`src/rtl/core/fvn_pkg.sv`:
```
// Shared types, constants and hash helpers for the fractal value noise block.
`timescale 1ns / 1ps
package fvn_pkg;

  // Default octave count and the largest count that the accumulator widths cover
  localparam int unsigned MAX_OCTAVES_DEF = 8;
  localparam int unsigned OCT_LIMIT       = 16;

  // Accumulator: each octave term stays below 2^32 in magnitude
  localparam int ACC_W   = 33 + $clog2(OCT_LIMIT);
  localparam int WSUM_W  = 16 + $clog2(OCT_LIMIT);
  localparam int PROD_W  = ACC_W + 16;
  localparam int MAG_W   = PROD_W - 1;
  localparam int DVS_W   = WSUM_W + 16;
  localparam int QUO_W   = 18;
  localparam int NOISE_W = 17;

  localparam logic [15:0] OUT_MAG = 16'hFFFF;

  localparam logic [31:0] LCG_MUL      = 32'd1664525;
  localparam logic [31:0] LCG_ADD      = 32'd1013904223;
  localparam logic [31:0] GOLD_LO      = 32'h85EBCA87;
  localparam logic [31:0] GOLD_HI      = 32'h9E3779B1;
  localparam logic [31:0] MIX_MUL1     = 32'h7FEB352D;
  localparam logic [31:0] MIX_MUL2     = 32'h846CA68B;
  localparam logic [31:0] CORNER_SCALE = 32'd1000;
  localparam logic [17:0] SMOOTH_K     = 18'd196608;

  localparam logic [31:0] RST_BASE_FREQ   = 32'd83886;
  localparam logic [15:0] RST_AMPLITUDE   = 16'd15360;
  localparam logic [3:0]  RST_OCT_COUNT   = 4'd4;
  localparam logic [15:0] RST_PERSISTENCE = 16'd32768;
  localparam logic [15:0] RST_LACUNARITY  = 16'd8192;

  typedef enum logic [2:0] {
    REG_BASE_FREQ    = 3'd0,
    REG_AMPLITUDE    = 3'd1,
    REG_OCTAVE_COUNT = 3'd2,
    REG_PERSISTENCE  = 3'd3,
    REG_LACUNARITY   = 3'd4
  } cfg_reg_t;

  typedef struct packed {
    logic [31:0] base_frequency;
    logic [15:0] amplitude;
    logic [3:0]  octave_count;
    logic [15:0] persistence;
    logic [15:0] lacunarity;
  } cfg_t;

  // Data handed from one octave cell to the next
  typedef struct packed {
    logic                     valid;
    logic signed [31:0]       pos_x;
    logic signed [31:0]       pos_y;
    logic [31:0]              seed;
    logic [31:0]              freq;
    logic [15:0]              weight;
    logic signed [ACC_W-1:0]  acc;
    logic [WSUM_W-1:0]        wsum;
  } carry_t;

  // Data handed from one divider step to the next
  typedef struct packed {
    logic              valid;
    logic              neg;
    logic              zero;
    logic [MAG_W-1:0]  rem;
    logic [DVS_W-1:0]  dvs;
    logic [QUO_W-1:0]  quo;
  } div_t;

  function automatic logic [31:0] lcg(input logic [31:0] h);
    lcg = h * LCG_MUL + LCG_ADD;
  endfunction

  // floor(f*f*(3*65536 - 2*f) / 2^32)
  function automatic logic [15:0] smooth(input logic [15:0] f, input logic [31:0] ff);
    logic [17:0] k;
    logic [49:0] p;
    k = SMOOTH_K - {1'b0, f, 1'b0};
    p = 50'(ff) * 50'(k);
    smooth = p[47:32];
  endfunction

endpackage

```
`src/rtl/core/fvn_div_step.sv`:
```
// One restoring step of the normalizing divider: compare, subtract, set a quotient bit.
`timescale 1ns / 1ps
module fvn_div_step #(
  parameter int SHIFT = 0
) (
  input  logic          clk,
  input  logic          rst_n,
  input  logic          en,
  input  fvn_pkg::div_t d_i,
  output fvn_pkg::div_t d_o
);

  fvn_pkg::div_t           d_r;
  fvn_pkg::div_t           d_nxt;
  logic [fvn_pkg::MAG_W:0] dsh;
  logic                    ge;

  // divisor is weight sum times 65536, aligned to this quotient bit
  assign dsh = (fvn_pkg::MAG_W + 1)'({d_i.dvs, 16'h0000}) << SHIFT;
  assign ge  = {1'b0, d_i.rem} >= dsh;

  always_comb begin
    d_nxt = d_i;
    if (ge) begin
      d_nxt.rem = d_i.rem - dsh[fvn_pkg::MAG_W-1:0];
      d_nxt.quo = d_i.quo | (fvn_pkg::QUO_W'(1) << SHIFT);
    end
  end

  always_ff @(posedge clk) begin
    if (!rst_n) begin
      d_r.valid <= 1'b0;
    end else if (en) begin
      d_r <= d_nxt;
    end
  end

  assign d_o = d_r;

endmodule

```
`config.mk`:
```
export PLATFORM = sky130hd
export DESIGN_NAME = fvn_div_step
export DESIGN_NICKNAME = d
export VERILOG_FILES = /design/src/rtl/core/fvn_pkg.sv /design/src/rtl/core/fvn_div_step.sv
export SDC_FILE = /design/constraint.sdc
export NUM_CORES = 1
export LEC_CHECK = 0
export BUFFER_PORTS_ARGS = -buffer_cell sky130_fd_sc_hd__buf_2
export CORE_MARGIN = 3
export CORE_UTILIZATION = 50
export CTS_CLUSTER_SIZE = 12
export DETAILED_ROUTE_END_ITERATION = 6
export GPL_TIMING_DRIVEN = 0
export PLACE_DENSITY = 0.8
export SETUP_SLACK_MARGIN = 0.5
export SYNTH_ARGS = -nofsm -noshare
export SYNTH_HDL_FRONTEND = slang
export SYNTH_SLANG_ARGS = --single-unit
```
`constraint.sdc`:
```
create_clock -name clk -period 6.5 [get_ports clk]
set_input_delay 1.95 -clock clk [delete_from_list [all_inputs] [get_ports clk]]
set_output_delay 1.95 -clock clk [all_outputs]
set_load 0.1 [all_outputs]
```
======== Word level (Yosys, flattened, before mapping) ========
Index checks and enable logic that the tools add are counted.
word-level totals
  flip-flop bits (word level) ............. 109
  bits in latches ......................... 0
  memory bits (writable) .................. 0
  bits in read-only memories .............. 0
  memories kept ........................... 0
operators by class
  $add $sub $neg .......................... 1
  multipliers ............................. 0
  div/mod/pow operators ................... 0
  order comparisons ....................... 1
  equality and inequality tests ........... 0
  shifts and indexed selects .............. 0
  mux-type cells .......................... 1
  bitwise gates (word level) .............. 0
  reductions and logical operators ........ 1
operator list
  cell               number
  $ge A52 B52 Y1     1
  $mux W52           1
  $sub A52 B52 Y52   1
  $reduce_and A2 Y1  1

======== Depth between registers and ports, before layout ========
  depth after elaboration ................. 2
  gate-level depth with buffers ........... 13
  mapped depth without buffers ............ 11

======== Least setup slack after synthesis ========
OpenSTA, ideal clock, no wires.
  path type ............................... input to register
  start point ............................. input en
  end point ............................... register d_r, in the netlist d_o[0], enable pin
  arrival ................................. 4437 ps
  slack ................................... 1584 ps
  stages .................................. 1
  path buffers ............................ 0
  path through ............................ and2_1
between the ends
  word-level cells in the longest chain between the ends .. 1
ends and longest elaborated chain
  element                      line                source
  from (decl)                  fvn_div_step.sv:8   input logic en,
  $reduce_and A2 Y1 (no line)  -
  to (signal assigned)         fvn_div_step.sv:34  d_r <= d_nxt;
  to (decl)                    fvn_div_step.sv:13  fvn_pkg::div_t d_r;
Every way passes these cells.
A chain may end at the register's enable or synchronous reset.

==> results.ini <==
[cts]
cts_resized = 0
clockBufferDepth = 2
clkLatencyLatePin_ns = 0.35
postCtsSetupRepairBufs = 0
numCtsBuffers = 9
cts.clk_slew.worst_paths_ns = 0.07
clock_sinks = 109
ctsHoldBuffers = 0
cts-root-buf = clkbuf_16
cts_tree = yes
htreeDepth = 3

[yosys]
ys.warnings.count = 0
yosys.area.top_type_share_pct = 52.80
synth_common_cells = edfxtp_1, inv_1, a21oi_1, ha_1, nand2_1
ys_seq_elements = 109
syn_area_per_cell_sq_um = 11.95
yosysTopAreaCell = edfxtp_1
synth_most_common_cell = edfxtp_1
ys_seq_area_share_pct = 53.13
syn_inst = 514
synth_edf_count = 108
synthTopCellsByArea = edfxtp_1, ha_1, mux2_4, a21oi_1, xnor2_1
synth-async-reset-ratio_pct = 0
syn_nets = 663
synth.distinct_cells = 66
synth_area_sq_mm = 0.006142
ys.flop_type = edfxtp_1

[route]
first_pass_iters = 5
wl_per_cell_microns = 17.74
vias = 5028
ant_nets = 0
drcViolationCount = 0
drt_iter0_markers = 508
totalWireLength_microns = 15880
viasPerCell = 5.618

[grt]
grt_pass1_wl_microns = 23830
antenna_found_initial = 1
grt_usage_pct = 22.56
gr-total-overflow = 0
grt_pass1_vias = 4961
grt_max_degree = 71

[worst_hold_path]
min_path_type = flip-flop to flip-flop

[layout]
finalNetCount = 895
area_growth_pct = 26.12
largest_reg_flops = 109
final_core_util_pct = 66.14
drive_gt1_share_pct = 37.95

[placed_design]
port-buffer-count = 220
globalplace.congestion = 0.9224
hpwl_microns = 12390
pre_cts_ws_ns = 1.387

[sta]
fin_crit_sh_pct = 73.47
period_needed_ns = 4.775
tightest_slew_ns = 0.5438
fin_tns_setup_ns = 0
max_freq_mhz = 209.4
hold_violations = 0
relSlewSlack_pct = 63.75
rsz0062_at_grt = false
finalWorstSetupSlack_ns = 1.725
finClkSkew_ns = 0
final_max_slew_viol_count = 0
setup_violations = 0

[worst_setup_path]
crit_type = primary input to flip-flop
worstPathRequired_ns = 6.61
path_max_fanout = 10
start_kind = primary input
cp_data_arrival_time_ns = 4.88
crit_path_end_kind = flip-flop

[power_and_ir_drop]
power.internal_mw = 1.316
cellLeakagePower_nw = 3.482
pwr-share-comb_pct = 36.8
ir_drop_uv = 168.6
clkPwrFrac_pct = 24.4
pwr_density_cell_mw_per_mm2 = 284.2
sw_frac_of_total_pct = 40.24
p_switching_uw = 886.0
p_seq_share_pct = 38.8

[status]
status = complete, no violations

[floorplanning]
rows = 39
start_util_pct = 52.45
die_w_microns = 116.8
dieArea_sq_mm = 0.01365
io_pins = 221
chipHeight_microns = 116.8
core_area_sq_mm = 0.01171

[job]
maxCapViolations = 0

metal layers:
metal / track usage [%] / vias to the layer above / routed length (microns)
li1: - / 2393 / -
met1: 26.79 / 2337 / 6128
met2: 39.06 / 254 / 7831
met3: 4.627 / 44 / 1368
met4: 11.01 / 0 / 552
met5: 0 / - / 0
cells by family (layout without fill, tap and decap cells):
logic type / after synthesis / after routing / share of synthesized area, %
muxes: 26 / 26 / 5.704
adders and majority gates: 37 / 37 / 7.659
and+or+nand+nor: 122 / 122 / 10.43
buffers and inverters: 63 / 300 / 4.665
xor gates and xnor gates: 27 / 27 / 3.850
other: 0 / 1 / 0
AOI/OAI and AO/OA: 130 / 130 / 14.57
DFF: 109 / 109 / 53.13
worst paths after layout:
path	from	endpoint	slack, ns	cells after the start
worst min-delay path	d_o[108]	d_o[108]	0.52	2
worst max-delay path	d_i[18]	d_o[87]	1.72	13
worst min register to register	d_o[108]	d_o[108]	0.52	2
worst max register to register	d_o[108]	d_o[108]	5.91	2
placed cells by master (no fill, tap or decap), types with 6 or more instances in the layout:
| master | n |
|---|---|
| nor2_1 | 18 |
| xor2_1 | 7 |
| a21o_1 | 14 |
| nor3b_1 | 6 |
| nand4_1 | 12 |
| nand3_1 | 9 |
| nand2_1 | 29 |
| buf_2 | 226 |
| mux2_4 | 16 |
| nor3_1 | 13 |
| or3_1 | 6 |
| a21oi_1 | 39 |
| clkbuf_16 | 9 |
| edfxtp_1 | 108 |
| mux2_1 | 8 |
| o21ai_0 | 21 |
| xnor2_1 | 20 |
| inv_1 | 46 |
| ha_1 | 36 |
| clkbuf_1 | 6 |
stage by stage:
step,instance area (sq um),power [mW],hold WS (ns),std cells
6_report,7746,2.202,0.5245,895
3_5_place_dp,7452,1.675,0.5191,878
5_1_grt,7746,2.285,0.5782,895
2_1_floorplan,6142,1.525,0.9807,514
4_1_cts,7744,2.209,0.5345,894
3_3_place_gp,7422,1.663,0.5022,877
power groups by stage:
stage,registers [mW],clock network (mW),logic [mW]
6_report,0.854,0.537,0.811
3_3_place_gp,0.872,0,0.790
4_1_cts,0.854,0.545,0.810
2_1_floorplan,1.26,0,0.264
3_5_place_dp,0.870,0,0.805
5_1_grt,0.860,0.572,0.853
final cells by class:
type                    count  area (sq um)
clock inverters             7         66.31
clock buffers               9         225.2
flip-flops and latches    109          3263
well taps                 143         178.9
multi-input cells         342          2595
inverters                  46         172.7
plain buffers              17         113.9
fillers                   896          3965
repair buffers            221          1129
diodes                      1         2.502
critical path, stage by stage:
cell,delay [ns]
buf_2,0.11
ha_1,0.22
fa_1,0.41
nor2b_1,0.18
o31a_2,0.19
o21ai_2,0.11
o41ai_4,0.47
o21ai_2,0.11
a211oi_2,0.30
or2_1,0.16
buf_6,0.16
buf_8,0.18
mux2_4,0.31
(Power assumes the default switching activity.)
